File: config.mk
export PLATFORM = sky130hd
export DESIGN_NAME = interval_reservation_table_top_flat
export DESIGN_NICKNAME = d
export VERILOG_FILES = /design/src/rtl/irt_pkg.sv /design/src/rtl/irt_if.sv /design/src/rtl/irt_ram.sv /design/src/rtl/irt_match.sv /design/src/rtl/interval_reservation_table_top.sv /design/src/flat_wrapper.sv
export SDC_FILE = /design/constraint.sdc
export NUM_CORES = 2
export LEC_CHECK = 0
export ABC_AREA = 1
export BUFFER_PORTS_ARGS = -buffer_cell sky130_fd_sc_hd__buf_2
export CAP_MARGIN = 10
export CORE_ASPECT_RATIO = 0.75
export CORE_UTILIZATION = 50
export CTS_CLUSTER_DIAMETER = 30
export DETAILED_ROUTE_END_ITERATION = 10
export PLACE_DENSITY_LB_ADDON = 0.25
export SLEW_MARGIN = 20
export SYNTH_ARGS = -nofsm -noshare
export SYNTH_HDL_FRONTEND = slang
export SYNTH_SLANG_ARGS = --single-unit
export TNS_END_PERCENT = 30
File: constraint.sdc
create_clock -name clk -period 6.7 [get_ports clk]
set_input_delay 1.005 -clock clk [delete_from_list [all_inputs] [get_ports clk]]
set_output_delay 1.005 -clock clk [all_outputs]
set_load 0.01 [all_outputs]
File: src/rtl/irt_pkg.sv
// Shared types and codes for the interval reservation table.
// No dependencies; irt_match and the top module refer to it by scoped name.
package irt_pkg;

  typedef enum logic [2:0] {
    CMD_ADD        = 3'd0,
    CMD_REMOVE     = 3'd1,
    CMD_SHIFT      = 3'd2,
    CMD_FREE       = 3'd3,
    CMD_FREE_EXCPT = 3'd4,
    CMD_LOOKUP     = 3'd5
  } cmd_t;

  localparam logic [1:0] STATUS_OK        = 2'd0;
  localparam logic [1:0] STATUS_FULL      = 2'd1;
  localparam logic [1:0] STATUS_NOT_FOUND = 2'd2;

  typedef enum logic [3:0] {
    S_IDLE,
    S_SCAN_RD,
    S_SCAN_CHK,
    S_MOVE_RD,
    S_MOVE_WR,
    S_ADD_WR,
    S_SORT_RDI,
    S_SORT_LDI,
    S_SORT_RDJ,
    S_SORT_CMPJ,
    S_DONE
  } state_t;

  typedef struct packed {
    logic id_eq;
    logic collide;
    logic holds;
  } match_t;

endpackage

File: src/rtl/irt_if.sv
// Valid/ready channel interfaces for command transfers and result transfers.
// Standalone; field widths are fixed by the command and result formats.
interface irt_in_if;
  logic        valid;
  logic        ready;
  logic [2:0]  command;
  logic [15:0] entry_id;
  logic [31:0] start_time;
  logic [31:0] end_time;
  logic [31:0] probe_time;

  modport source (output valid, command, entry_id, start_time, end_time, probe_time,
                  input ready);
  modport sink   (input valid, command, entry_id, start_time, end_time, probe_time,
                  output ready);
endinterface

interface irt_out_if;
  logic        valid;
  logic        ready;
  logic [1:0]  status;
  logic [15:0] assigned_id;
  logic        slot_free;
  logic        hit;
  logic [15:0] found_id;
  logic [31:0] found_start;
  logic [31:0] found_end;
  logic [4:0]  entry_count;

  modport source (output valid, status, assigned_id, slot_free, hit, found_id,
                  found_start, found_end, entry_count, input ready);
  modport sink   (input valid, status, assigned_id, slot_free, hit, found_id,
                  found_start, found_end, entry_count, output ready);
endinterface

File: src/rtl/irt_ram.sv
// Generic single-write, single-read RAM with registered read data.
// No dependencies.
module irt_ram #(
  parameter int WIDTH = 80,
  parameter int DEPTH = 16
) (
  input  logic                     clk,
  input  logic                     we,
  input  logic [$clog2(DEPTH)-1:0] waddr,
  input  logic [WIDTH-1:0]         wdata,
  input  logic                     re,
  input  logic [$clog2(DEPTH)-1:0] raddr,
  output logic [WIDTH-1:0]         rdata
);

  logic [WIDTH-1:0] mem [DEPTH];
  logic [WIDTH-1:0] rdata_r;

  always_ff @(posedge clk) begin
    if (we) begin
      mem[waddr] <= wdata;
    end
    if (re) begin
      rdata_r <= mem[raddr];
    end
  end

  assign rdata = rdata_r;

endmodule

File: src/rtl/irt_match.sv
// Compares one stored entry against the request: id match, overlap, probe hit.
// Depends on irt_pkg for the result struct.
module irt_match #(
  parameter int TIME_BITS = 32
) (
  input  logic [15:0]          req_id,
  input  logic [TIME_BITS-1:0] req_start,
  input  logic [TIME_BITS-1:0] req_end,
  input  logic [TIME_BITS-1:0] req_probe,
  input  logic [15:0]          ent_id,
  input  logic [TIME_BITS-1:0] ent_start,
  input  logic [TIME_BITS-1:0] ent_end,
  output irt_pkg::match_t      result
);

  logic start_inside;
  logic end_inside;
  logic covers;

  // overlap: request start inside, request end inside, or request covers entry
  assign start_inside = (req_start >= ent_start) && (req_start < ent_end);
  assign end_inside   = (req_end > ent_start) && (req_end <= ent_end);
  assign covers       = (req_start <= ent_start) && (req_end >= ent_end);

  assign result.id_eq   = (req_id == ent_id);
  assign result.collide = start_inside || end_inside || covers;
  assign result.holds   = (req_probe >= ent_start) && (req_probe < ent_end);

endmodule

File: src/rtl/interval_reservation_table_top.sv
// Interval reservation table: command FSM around one entry RAM.
// Depends on irt_pkg, irt_if (irt_in_if, irt_out_if), irt_ram and irt_match.
//
//   channel  | dir | transfer moves
//   ---------+-----+------------------------------------------------------
//   in_ch    | in  | command, entry_id, start_time, end_time, probe_time
//   out_ch   | out | status, assigned_id, slot_free, hit, found_id,
//            |     | found_start, found_end, entry_count
//
// Flow: every table access is a RAM read state followed by a state that uses
// the data. A scan (remove search, shift, check free, lookup) visits entries
// in order; remove then moves each later entry down one place. Add writes the
// new entry, then runs the exchange sort through the single RAM read port.
// A full add or an unused command goes straight to the result.
// Reset: clears control, entry count and id counter; RAM contents are left
// as they are and only entries below the count are ever read.
// Stalls: one command is in work at a time; a new command transfer is taken
// while a finished result still waits in the output register.
module interval_reservation_table_top #(
  parameter int CAPACITY  = 16,
  parameter int TIME_BITS = 32
) (
  input  logic clk,
  input  logic rst_n,
  irt_in_if.sink    in_ch,
  irt_out_if.source out_ch
);

  localparam int IW = (CAPACITY > 1) ? $clog2(CAPACITY) : 1;
  localparam int CW = $clog2(CAPACITY + 1);
  localparam int EW = 16 + 2 * TIME_BITS;

  // request registers
  irt_pkg::cmd_t        cmd_r,   cmd_nxt;
  logic [15:0]          id_r,    id_nxt;
  logic [TIME_BITS-1:0] st_r,    st_nxt;
  logic [TIME_BITS-1:0] en_r,    en_nxt;
  logic [TIME_BITS-1:0] pr_r,    pr_nxt;

  // table state
  logic [CW-1:0]        used_r,  used_nxt;
  logic [15:0]          idctr_r, idctr_nxt;

  // walk state
  irt_pkg::state_t      state_r, state_nxt;
  logic [CW-1:0]        k_r,     k_nxt;
  logic [CW-1:0]        j_r,     j_nxt;
  logic [EW-1:0]        cur_r,   cur_nxt;

  // result being built
  logic [1:0]           rstat_r, rstat_nxt;
  logic [15:0]          rasg_r,  rasg_nxt;
  logic                 rfree_r, rfree_nxt;
  logic                 rhit_r,  rhit_nxt;
  logic [15:0]          rfid_r,  rfid_nxt;
  logic [TIME_BITS-1:0] rfst_r,  rfst_nxt;
  logic [TIME_BITS-1:0] rfen_r,  rfen_nxt;

  // output register
  logic                 ovld_r,  ovld_nxt;
  logic [1:0]           ostat_r;
  logic [15:0]          oasg_r;
  logic                 ofree_r;
  logic                 ohit_r;
  logic [15:0]          ofid_r;
  logic [TIME_BITS-1:0] ofst_r;
  logic [TIME_BITS-1:0] ofen_r;
  logic [CW-1:0]        ocnt_r;

  logic                 in_xfer;
  logic                 out_load;

  // RAM port
  logic                 ram_we;
  logic [IW-1:0]        ram_waddr;
  logic [EW-1:0]        ram_wdata;
  logic                 ram_re;
  logic [IW-1:0]        ram_raddr;
  logic [EW-1:0]        ram_rdata;

  logic [15:0]          rd_id;
  logic [TIME_BITS-1:0] rd_start;
  logic [TIME_BITS-1:0] rd_end;
  logic [TIME_BITS-1:0] cur_start;
  irt_pkg::match_t      mt;

  logic [CW-1:0]        k_inc;
  logic [CW-1:0]        j_inc;
  logic                 is_check;

  assign rd_id     = ram_rdata[EW-1 -: 16];
  assign rd_start  = ram_rdata[2*TIME_BITS-1 -: TIME_BITS];
  assign rd_end    = ram_rdata[TIME_BITS-1:0];
  assign cur_start = cur_r[2*TIME_BITS-1 -: TIME_BITS];
  assign k_inc     = CW'(k_r + 1'b1);
  assign j_inc     = CW'(j_r + 1'b1);

  assign in_ch.ready = (state_r == irt_pkg::S_IDLE);
  assign in_xfer     = in_ch.valid && in_ch.ready;
  assign out_load    = (state_r == irt_pkg::S_DONE) && (!ovld_r || out_ch.ready);
  assign is_check    = (in_ch.command == irt_pkg::CMD_FREE) ||
                       (in_ch.command == irt_pkg::CMD_FREE_EXCPT);

  irt_ram #(
    .WIDTH (EW),
    .DEPTH (CAPACITY)
  ) u_ram (
    .clk   (clk),
    .we    (ram_we),
    .waddr (ram_waddr),
    .wdata (ram_wdata),
    .re    (ram_re),
    .raddr (ram_raddr),
    .rdata (ram_rdata)
  );

  irt_match #(
    .TIME_BITS (TIME_BITS)
  ) u_match (
    .req_id    (id_r),
    .req_start (st_r),
    .req_end   (en_r),
    .req_probe (pr_r),
    .ent_id    (rd_id),
    .ent_start (rd_start),
    .ent_end   (rd_end),
    .result    (mt)
  );

  // Next state
  always_comb begin
    state_nxt = state_r;
    unique case (state_r)
      irt_pkg::S_IDLE: begin
        if (in_xfer) begin
          unique case (irt_pkg::cmd_t'(in_ch.command))
            irt_pkg::CMD_ADD: begin
              state_nxt = (used_r == CW'(CAPACITY)) ? irt_pkg::S_DONE : irt_pkg::S_ADD_WR;
            end
            irt_pkg::CMD_REMOVE, irt_pkg::CMD_SHIFT, irt_pkg::CMD_FREE,
            irt_pkg::CMD_FREE_EXCPT, irt_pkg::CMD_LOOKUP: begin
              state_nxt = irt_pkg::S_SCAN_RD;
            end
            default: state_nxt = irt_pkg::S_DONE;
          endcase
        end
      end
      irt_pkg::S_SCAN_RD: begin
        state_nxt = (k_r == used_r) ? irt_pkg::S_DONE : irt_pkg::S_SCAN_CHK;
      end
      irt_pkg::S_SCAN_CHK: begin
        priority case (cmd_r)
          irt_pkg::CMD_REMOVE:
            state_nxt = mt.id_eq ? irt_pkg::S_MOVE_RD : irt_pkg::S_SCAN_RD;
          irt_pkg::CMD_SHIFT:
            state_nxt = mt.id_eq ? irt_pkg::S_DONE : irt_pkg::S_SCAN_RD;
          irt_pkg::CMD_FREE:
            state_nxt = mt.collide ? irt_pkg::S_DONE : irt_pkg::S_SCAN_RD;
          irt_pkg::CMD_FREE_EXCPT:
            state_nxt = (mt.collide && !mt.id_eq) ? irt_pkg::S_DONE : irt_pkg::S_SCAN_RD;
          irt_pkg::CMD_LOOKUP:
            state_nxt = mt.holds ? irt_pkg::S_DONE : irt_pkg::S_SCAN_RD;
          default: state_nxt = irt_pkg::S_DONE;
        endcase
      end
      irt_pkg::S_MOVE_RD: begin
        state_nxt = (k_inc == used_r) ? irt_pkg::S_DONE : irt_pkg::S_MOVE_WR;
      end
      irt_pkg::S_MOVE_WR:   state_nxt = irt_pkg::S_MOVE_RD;
      irt_pkg::S_ADD_WR:    state_nxt = irt_pkg::S_SORT_RDI;
      irt_pkg::S_SORT_RDI: begin
        state_nxt = (k_r == used_r) ? irt_pkg::S_DONE : irt_pkg::S_SORT_LDI;
      end
      irt_pkg::S_SORT_LDI:  state_nxt = irt_pkg::S_SORT_RDJ;
      irt_pkg::S_SORT_RDJ: begin
        state_nxt = (j_r == used_r) ? irt_pkg::S_SORT_RDI : irt_pkg::S_SORT_CMPJ;
      end
      irt_pkg::S_SORT_CMPJ: state_nxt = irt_pkg::S_SORT_RDJ;
      irt_pkg::S_DONE: begin
        if (out_load) begin
          state_nxt = irt_pkg::S_IDLE;
        end
      end
      default: state_nxt = irt_pkg::S_IDLE;
    endcase
  end

  // Datapath and RAM control
  always_comb begin
    cmd_nxt   = cmd_r;
    id_nxt    = id_r;
    st_nxt    = st_r;
    en_nxt    = en_r;
    pr_nxt    = pr_r;
    used_nxt  = used_r;
    idctr_nxt = idctr_r;
    k_nxt     = k_r;
    j_nxt     = j_r;
    cur_nxt   = cur_r;
    rstat_nxt = rstat_r;
    rasg_nxt  = rasg_r;
    rfree_nxt = rfree_r;
    rhit_nxt  = rhit_r;
    rfid_nxt  = rfid_r;
    rfst_nxt  = rfst_r;
    rfen_nxt  = rfen_r;
    ovld_nxt  = ovld_r && !out_ch.ready;
    ram_we    = 1'b0;
    ram_waddr = k_r[IW-1:0];
    ram_wdata = cur_r;
    ram_re    = 1'b0;
    ram_raddr = k_r[IW-1:0];

    unique case (state_r)
      irt_pkg::S_IDLE: begin
        if (in_xfer) begin
          // capture the request, mask times, preset the result to defaults
          cmd_nxt   = irt_pkg::cmd_t'(in_ch.command);
          id_nxt    = in_ch.entry_id;
          st_nxt    = TIME_BITS'(in_ch.start_time);
          en_nxt    = TIME_BITS'(in_ch.end_time);
          pr_nxt    = TIME_BITS'(in_ch.probe_time);
          k_nxt     = '0;
          rstat_nxt = irt_pkg::STATUS_OK;
          rasg_nxt  = '0;
          rfree_nxt = is_check;
          rhit_nxt  = 1'b0;
          rfid_nxt  = '0;
          rfst_nxt  = '0;
          rfen_nxt  = '0;
          if ((in_ch.command == irt_pkg::CMD_ADD) && (used_r == CW'(CAPACITY))) begin
            rstat_nxt = irt_pkg::STATUS_FULL;
          end
        end
      end
      irt_pkg::S_SCAN_RD: begin
        if (k_r == used_r) begin
          if ((cmd_r == irt_pkg::CMD_REMOVE) || (cmd_r == irt_pkg::CMD_SHIFT)) begin
            rstat_nxt = irt_pkg::STATUS_NOT_FOUND;
          end
        end else begin
          ram_re = 1'b1;
        end
      end
      irt_pkg::S_SCAN_CHK: begin
        k_nxt = k_inc;
        priority case (cmd_r)
          irt_pkg::CMD_REMOVE: begin
            if (mt.id_eq) begin
              k_nxt = k_r;  // hold at the hit; the move starts here
            end
          end
          irt_pkg::CMD_SHIFT: begin
            if (mt.id_eq) begin
              ram_we    = 1'b1;
              ram_wdata = {rd_id, st_r, en_r};
            end
          end
          irt_pkg::CMD_FREE: begin
            if (mt.collide) begin
              rfree_nxt = 1'b0;
            end
          end
          irt_pkg::CMD_FREE_EXCPT: begin
            if (mt.collide && !mt.id_eq) begin
              rfree_nxt = 1'b0;
            end
          end
          irt_pkg::CMD_LOOKUP: begin
            if (mt.holds) begin
              rhit_nxt = 1'b1;
              rfid_nxt = rd_id;
              rfst_nxt = rd_start;
              rfen_nxt = rd_end;
            end
          end
          default: k_nxt = k_r;
        endcase
      end
      irt_pkg::S_MOVE_RD: begin
        if (k_inc == used_r) begin
          used_nxt = CW'(used_r - 1'b1);
        end else begin
          ram_re    = 1'b1;
          ram_raddr = k_inc[IW-1:0];
        end
      end
      irt_pkg::S_MOVE_WR: begin
        // pull the next entry down one place
        ram_we    = 1'b1;
        ram_wdata = ram_rdata;
        k_nxt     = k_inc;
      end
      irt_pkg::S_ADD_WR: begin
        ram_we    = 1'b1;
        ram_waddr = used_r[IW-1:0];
        ram_wdata = {idctr_r, st_r, en_r};
        rasg_nxt  = idctr_r;
        idctr_nxt = idctr_r + 16'd1;
        used_nxt  = CW'(used_r + 1'b1);
        k_nxt     = '0;
      end
      irt_pkg::S_SORT_RDI: begin
        if (k_r != used_r) begin
          ram_re = 1'b1;
        end
      end
      irt_pkg::S_SORT_LDI: begin
        cur_nxt = ram_rdata;
        j_nxt   = k_inc;
      end
      irt_pkg::S_SORT_RDJ: begin
        if (j_r == used_r) begin
          // place the running minimum at position i, advance i
          ram_we = 1'b1;
          k_nxt  = k_inc;
        end else begin
          ram_re    = 1'b1;
          ram_raddr = j_r[IW-1:0];
        end
      end
      irt_pkg::S_SORT_CMPJ: begin
        if (cur_start > rd_start) begin
          // swap: old entry i lands at j, entry j becomes the new entry i
          ram_we    = 1'b1;
          ram_waddr = j_r[IW-1:0];
          cur_nxt   = ram_rdata;
        end
        j_nxt = j_inc;
      end
      irt_pkg::S_DONE: begin
        if (out_load) begin
          ovld_nxt = 1'b1;
        end
      end
      default: ;
    endcase
  end

  always_ff @(posedge clk) begin
    if (!rst_n) begin
      state_r <= irt_pkg::S_IDLE;
      used_r  <= '0;
      idctr_r <= '0;
      ovld_r  <= 1'b0;
    end else begin
      state_r <= state_nxt;
      used_r  <= used_nxt;
      idctr_r <= idctr_nxt;
      ovld_r  <= ovld_nxt;
    end
  end

  always_ff @(posedge clk) begin
    cmd_r   <= cmd_nxt;
    id_r    <= id_nxt;
    st_r    <= st_nxt;
    en_r    <= en_nxt;
    pr_r    <= pr_nxt;
    k_r     <= k_nxt;
    j_r     <= j_nxt;
    cur_r   <= cur_nxt;
    rstat_r <= rstat_nxt;
    rasg_r  <= rasg_nxt;
    rfree_r <= rfree_nxt;
    rhit_r  <= rhit_nxt;
    rfid_r  <= rfid_nxt;
    rfst_r  <= rfst_nxt;
    rfen_r  <= rfen_nxt;
    if (out_load) begin
      ostat_r <= rstat_r;
      oasg_r  <= rasg_r;
      ofree_r <= rfree_r;
      ohit_r  <= rhit_r;
      ofid_r  <= rfid_r;
      ofst_r  <= rfst_r;
      ofen_r  <= rfen_r;
      ocnt_r  <= used_r;
    end
  end

  assign out_ch.valid       = ovld_r;
  assign out_ch.status      = ostat_r;
  assign out_ch.assigned_id = oasg_r;
  assign out_ch.slot_free   = ofree_r;
  assign out_ch.hit         = ohit_r;
  assign out_ch.found_id    = ofid_r;
  assign out_ch.found_start = 32'(ofst_r);
  assign out_ch.found_end   = 32'(ofen_r);
  assign out_ch.entry_count = 5'(ocnt_r);

endmodule

File: src/flat_wrapper.sv
// flat-port wrapper written by rule: the top's interface ports become plain ports
module interval_reservation_table_top_flat 
#(
  parameter int CAPACITY  = 16,
  parameter int TIME_BITS = 32
)
  (clk, rst_n, in_ch_valid, in_ch_command, in_ch_entry_id, in_ch_start_time, in_ch_end_time, in_ch_probe_time, in_ch_ready, out_ch_valid, out_ch_status, out_ch_assigned_id, out_ch_slot_free, out_ch_hit, out_ch_found_id, out_ch_found_start, out_ch_found_end, out_ch_entry_count, out_ch_ready);
  irt_in_if in_ch_i ();
  irt_out_if out_ch_i ();
  input  logic clk;
  input  logic rst_n;
  input wire logic [$bits(in_ch_i.valid)-1:0] in_ch_valid;
  input wire logic [$bits(in_ch_i.command)-1:0] in_ch_command;
  input wire logic [$bits(in_ch_i.entry_id)-1:0] in_ch_entry_id;
  input wire logic [$bits(in_ch_i.start_time)-1:0] in_ch_start_time;
  input wire logic [$bits(in_ch_i.end_time)-1:0] in_ch_end_time;
  input wire logic [$bits(in_ch_i.probe_time)-1:0] in_ch_probe_time;
  output wire logic [$bits(in_ch_i.ready)-1:0] in_ch_ready;
  output wire logic [$bits(out_ch_i.valid)-1:0] out_ch_valid;
  output wire logic [$bits(out_ch_i.status)-1:0] out_ch_status;
  output wire logic [$bits(out_ch_i.assigned_id)-1:0] out_ch_assigned_id;
  output wire logic [$bits(out_ch_i.slot_free)-1:0] out_ch_slot_free;
  output wire logic [$bits(out_ch_i.hit)-1:0] out_ch_hit;
  output wire logic [$bits(out_ch_i.found_id)-1:0] out_ch_found_id;
  output wire logic [$bits(out_ch_i.found_start)-1:0] out_ch_found_start;
  output wire logic [$bits(out_ch_i.found_end)-1:0] out_ch_found_end;
  output wire logic [$bits(out_ch_i.entry_count)-1:0] out_ch_entry_count;
  input wire logic [$bits(out_ch_i.ready)-1:0] out_ch_ready;
  assign in_ch_i.valid = in_ch_valid;
  assign in_ch_i.command = in_ch_command;
  assign in_ch_i.entry_id = in_ch_entry_id;
  assign in_ch_i.start_time = in_ch_start_time;
  assign in_ch_i.end_time = in_ch_end_time;
  assign in_ch_i.probe_time = in_ch_probe_time;
  assign in_ch_ready = in_ch_i.ready;
  assign out_ch_valid = out_ch_i.valid;
  assign out_ch_status = out_ch_i.status;
  assign out_ch_assigned_id = out_ch_i.assigned_id;
  assign out_ch_slot_free = out_ch_i.slot_free;
  assign out_ch_hit = out_ch_i.hit;
  assign out_ch_found_id = out_ch_i.found_id;
  assign out_ch_found_start = out_ch_i.found_start;
  assign out_ch_found_end = out_ch_i.found_end;
  assign out_ch_entry_count = out_ch_i.entry_count;
  assign out_ch_i.ready = out_ch_ready;
  interval_reservation_table_top #(.CAPACITY(CAPACITY), .TIME_BITS(TIME_BITS)) u_core (.clk(clk), .rst_n(rst_n), .in_ch(in_ch_i), .out_ch(out_ch_i));
endmodule
=== Yosys cells after proc, flatten, opt, wreduce, memory -nomap -nowiden ===
Memory sizes are Yosys's and may differ from the RTL's. A register that Yosys moved wholly into a read port is not among the register bits.
Index checks and enable logic that the tools add are counted.

* Logic and storage cells: 193
* Bits in registers: 436
* Memories: 1
* Output and inout port bits: 107
* Input bits: 119
* Memory bits (writable): 1280

{| class="wikitable"
|+ Memory list
! memory !! words !! bits a word !! read ports !! clocked after memory_dff !! wr ports !! RTL line !! RTL
|-
| u_core.u_ram.mem || 16 || 80 || 1 || 1 || 1 || irt_ram.sv:16 || <nowiki>logic [WIDTH-1:0] mem [DEPTH];</nowiki>
|}

* Eq/ne operators: 40
* Reductions and logical operators: 38
* $lt $le $gt $ge: 9
* Mux-type cells: 73
* Add/sub/neg operators: 5

{| class="wikitable"
|+ Operators by type and width
! kind !! number
|-
| 80-bit two-way mux || 3
|-
| 80-bit case mux with 3 select lines || 1
|-
| 32-bit two-way mux || 5
|-
| 80-bit case mux with 2 select lines || 1
|-
| 32-bit case mux with 2 select lines || 2
|-
| 32-bit greater-or-equal comparator || 3
|-
| 32-bit > comparator || 2
|-
| 32-bit <= comparator || 2
|-
| 32-bit less-than comparator || 2
|-
| 16-bit case mux with 2 select lines || 2
|-
| 4-bit two-way mux || 14
|-
| 16-bit two-way mux || 3
|-
| 4-bit case mux with 10 select lines || 1
|-
| 5-bit case mux with 2 select lines || 3
|-
| 5-bit case mux with 5 select lines || 1
|-
| 4-bit case mux with 2 select lines || 3
|-
| 5-bit two-way mux || 4
|-
| 4-bit case mux with 5 select lines || 1
|-
| 1-bit two-way mux || 19
|-
| 16-bit by 1-bit adder with 16-bit output (second input constant) || 1
|-
| 16-bit == test || 1
|-
| 4-bit by 3-bit == test with 1-bit output (second input constant) || 4
|-
| 2-bit by 1-bit inequality test with 1-bit output (second input constant) || 8
|-
| 5-bit by 1-bit adder with 5-bit output (second input constant) || 3
|-
| 30 further kinds || 76
|}

=== Logic depth before layout (Yosys ltp) ===
* Word-level depth: 8
* Gate-level depth with buffers: 22
* Mapped depth without buffers: 22

=== Modules after synthesis ===
From an unflattened synthesis, not the netlist that was laid out.

* Cell total of the unflattened synthesis: 7305
* Area total of the unflattened synthesis: 79267.3 µm²

{| class="wikitable"
|+ Modules (own cells, without submodules)
! module !! cells an instance !! area each (µm²) !! seq. area each (µm²) !! instances
|-
| irt_ram || 5255 || 56995.9 || 40839.2 || 1
|-
| interval_reservation_table_top || 1343 || 17536.8 || 12832.3 || 1
|-
| irt_match || 707 || 4734.5 || 0.0 || 1
|}

=== Worst setup path before layout ===
No wires, ideal clock.

* Kind: in2reg
* Start point: in out_ch_ready
* End point: reg u_core.oasg_r[0] (netlist: u_core.out_ch.assigned_id[0]), enable pin
* Setup time: 0.604 ns
* Arrival time: 6.147 ns
* Path slack: -0.051 ns
* Required time: 6.096 ns
* Path buffers: 0
* Cell stages on the path: 2
* Path through: inv_1 > a21oi_1

* Word-level cells in the longest chain between the ends: 2

{| class="wikitable"
|+ Ends and longest elaborated chain
! what !! RTL line !! RTL
|-
| start: declaration || flat_wrapper.sv:28 || <nowiki>input wire logic [$bits(out_ch_i.ready)-1:0] out_ch_ready;</nowiki>
|-
| 1-bit logical OR || interval_reservation_table_top.sv:100 || <nowiki>assign out_load = (state_r == irt_pkg::S_DONE) && (!ovld_r || out_ch.ready);</nowiki>
|-
| 1-bit logical AND || interval_reservation_table_top.sv:100 ||
|-
| net u_core.out_load || interval_reservation_table_top.sv:71 || <nowiki>logic out_load;</nowiki>
|-
| end signal: assignment || interval_reservation_table_top.sv:372 || <nowiki>oasg_r <= rasg_r;</nowiki>
|-
| end: declaration || interval_reservation_table_top.sv:62 || <nowiki>logic [15:0] oasg_r;</nowiki>
|}

The timed path passes the listed nets, and every way through them passes these cells.
A chain may end at the register's enable or synchronous reset.

=== Worst setup path in the final report ===
* Start point: reg u_core.u_ram.rdata_r[62] (netlist: u_core.u_ram.rdata[62]) (read register of u_core.u_ram.mem)
* End point: mem u_core.u_ram.mem[0][75], enable pin

* Word-level cells in the longest chain between the ends: 5
* Elaborated cells on any way between the ends: 7
* Classes of those cells: order compare: 1; mux: 6

{| class="wikitable"
|+ Ends and longest elaborated chain
! what !! RTL line !! RTL
|-
| start: declaration || irt_ram.sv:17 || <nowiki>logic [WIDTH-1:0] rdata_r;</nowiki>
|-
| 32-bit > comparator (*) || interval_reservation_table_top.sv:323 || <nowiki>if (cur_start > rd_start) begin</nowiki>
|-
| 1-bit two-way mux || interval_reservation_table_top.sv:323 ||
|-
| 1-bit case mux with 4 select lines || interval_reservation_table_top.sv:214 || <nowiki>unique case (state_r)</nowiki>
|-
| 1-bit two-way mux || irt_ram.sv:20 || <nowiki>if (we) begin</nowiki>
|-
| 1-bit two-way mux (not written as such) || irt_ram.sv:21 || <nowiki>mem[waddr] <= wdata;</nowiki>
|-
| end: declaration || irt_ram.sv:16 ||
|}

Every way passes the cells marked *; elsewhere a longest branch is shown, timed or not.

==> flow_summary.ini <==
[cells_and_area]
fin_util = 0.600
mostFrequentLayoutCells = nand2_1 (2243), edfxtp_1 (1770), nand3_1 (1101), inv_1 (344), clkbuf_16 (332)
drive_above_1_share = 0.132
top_register = u_core.u_ram.mem
area_delta_synth_final_pct = 18.7
largest_reg_flops = 1280
fin_nets = 7620
layout_commonest_cell = nand2_1
fillers = 11900
antenna_cells = 0

[clock_tree]
clock-root-buffer = clkbuf_16
cts_resized = 0
cts.htree.levels = 5
path_clk_slew_ns = 0.06
cts_buffers = 327
clk_latency_ns = 0.93
cts_tree = done
holdBufCountCts = 0
cts_setup_buffers = 0
cts_sinks = 1796
cts_buffer_depth = 4

[detailed_routing]
num_vias = 55900
drt_iter0_markers = 7804
wirelength_um = 230000
routedWlPerCell_um = 24.0
drt_first_pass_iters = 8
via_per_inst = 5.81
antenna_left = 0
drc = 0

[yosys]
ys_types = 47
ys_seq_area_frac = 0.684
synth.avg_cell_area_um2 = 11.3
synth_async_sr_flop_share = 0
synth_cells = 6957
synth_fp_nets = 7308
synth-edff-count = 1770
yosysTopAreaCell = edfxtp_1
yosysWarnings = 0
synth-seq-cells = 1796
synth_top_area_share = 0.677
ys.flop_type = edfxtp_1
synth_area_leaders = edfxtp_1 (68%), nand2_1 (11%), nand3_1 (7.0%)
synthesis.area_um2 = 78500

[floorplanning]
core-area_um2 = 155000
io_pins = 226
dieArea_um2 = 159000
rows = 125
start_util = 0.505
die_x_um = 459
dieHeight_um = 345

[sta]
finalCritPeriodShare = 0.733
worst_clock_skew_ns = 0.0739
max_freq_ghz = 0.204
finalHoldViolations = 0
drv_slew = 0
rsz0062_at_grt = no
tns_ns = 0
setup_violations = 0
worst_pin_slew_ns = 1.29
slew-limit-headroom = 0.139
period_minus_slack_ns = 4.91

[grt]
grt_pass1_wl_um = 339000
grtUsageTotal = 0.286
grt_pass1_vias = 52500
overflow = 0
antenna_found_initial = 11
grt_max_degree = 164

[flow_run]
cap_violations = 0

[critical_path]
critPathMostFrequentCell = nand2_1
crit_chain = inv_1 > ha_1 > nand2_1 > nor2_1 > nand4_1 > nor3_1 > nand3_1 > nand2_1 > nand2_1 > nand3_1 > nand2_1 > o21ai_0 > nand2_1 > nor2_4 > buf_12
crit_required_ns = 7.26
cp.arrival_ns = 5.47
cp_slowest_cell = nor2_4
path_max_fanout = 34
reg2reg_from = u_core.u_ram.rdata[62]
slowest_delay_ns = 0.90
crit_start = u_core.u_ram.rdata[62]
path_class = reg2reg
end_kind = flop
start_kind = flop

[power]
p_leak_nw = 36.6
peakVddDrop_uv = 571
powerDensity_nw_per_um2 = 542

[worst_hold_path]
hp-class = in2reg
hp-start = in_ch_end_time[26]

[placement]
io_buffer_count = 225
hpwlAfterDp_um = 132000
place.gp.congestion = 0.892

[status]
status = complete, no violations
## metal layers
| metal | routed length, µm | part of all wire | track usage | vias up |
|---|---|---|---|---|
| met1 | 97700 | 0.42 | 0.436 | 27100 |
| met2 | 96800 | 0.42 | 0.401 | 3221 |
| met5 | 10 | 0.000043 | 0 | - |
| met3 | 29300 | 0.13 | 0.0699 | 467 |
| met4 | 6540 | 0.028 | 0.0909 | 2 |
| li1 | - | - | - | 25100 |
## synth_stat cells (2+ instances only)
library cell	n
a21o_1	5
a21oi_1	197
a31oi_1	3
buf_1	28
buf_2	186
buf_4	25
buf_6	13
clkbuf_1	134
dfxtp_1	26
edfxtp_1	1770
ha_1	231
inv_1	346
inv_2	12
nand2_1	2247
nand2_2	3
nand3_1	1101
nand4_1	20
nor2_1	223
nor2_2	2
nor3_1	23
nor3b_1	2
nor4_1	5
o2111ai_1	64
o211ai_1	85
o21a_1	13
o21ai_0	122
o21ai_1	2
o21bai_1	4
o221ai_1	13
o22a_1	2
o22ai_1	2
xnor2_1	24
xor2_1	10
## power breakdown
part           switching [mW]  total, mW  internal, mW
sequential               1.02       16.4          15.4
clock                    5.69       16.0          10.3
combinational            13.3       18.1          4.75
## cells by family after synthesis
kind of cell	after synthesis	share of synthesized area
simple gates	3633	0.193
flops	1796	0.684
buf+inv	744	0.0410
compound gates	518	0.0408
fa+ha+maj	232	0.0371
xor+xnor	34	0.00379
## worst max-delay path: cells and delay by family, from the launching register on
| family | cells | cell delay [ns] |
|---|---|---|
| buffers and inverters | 2 | 0.61 |
| AO/OA/AOI/OAI | 1 | 0.18 |
| flip-flops | 1 | 0.40 |
| adder cells (fa/ha/maj) | 1 | 0.19 |
| AND/OR/NAND/NOR | 11 | 3.10 |
## area by class of cell
type	count	area, µm²	share of cell area
timing repair buffer	369	2640	0.0283
multi-input combinational	4417	22200	0.238
sequential	1796	53700	0.576
clock buffer	353	8390	0.0900
tap	2095	2620	0.0281
clock inverter	221	2270	0.0244
inverter	358	1380	0.0148
## final timing paths
kind	to	slack [ns]	depth (start not counted)
max reg2reg	u_core.u_ram.mem[0][75]	1.79	15
max	u_core.u_ram.mem[0][75]	1.79	15
min reg2reg	u_core.out_ch.found_start[27]	0.41	0
min	u_core.en_r[26]	0.27	1
## through the flow
step                      hold slack, ns  area, µm²  std cells  worst slack (ns)  power [mW]
after floorplan                    0.400      78500       6957             0.290        27.7
after global placement             0.403      82300       9032              1.76        33.8
after detailed placement           0.405      82300       9033              1.78        34.2
after CTS                          0.221      93000       9607              1.71        50.2
after global routing               0.234      93100       9609              1.50        52.8
final                              0.268      93100       9609              1.79        50.5
Note: power is estimated with default switching activity, not from simulation.
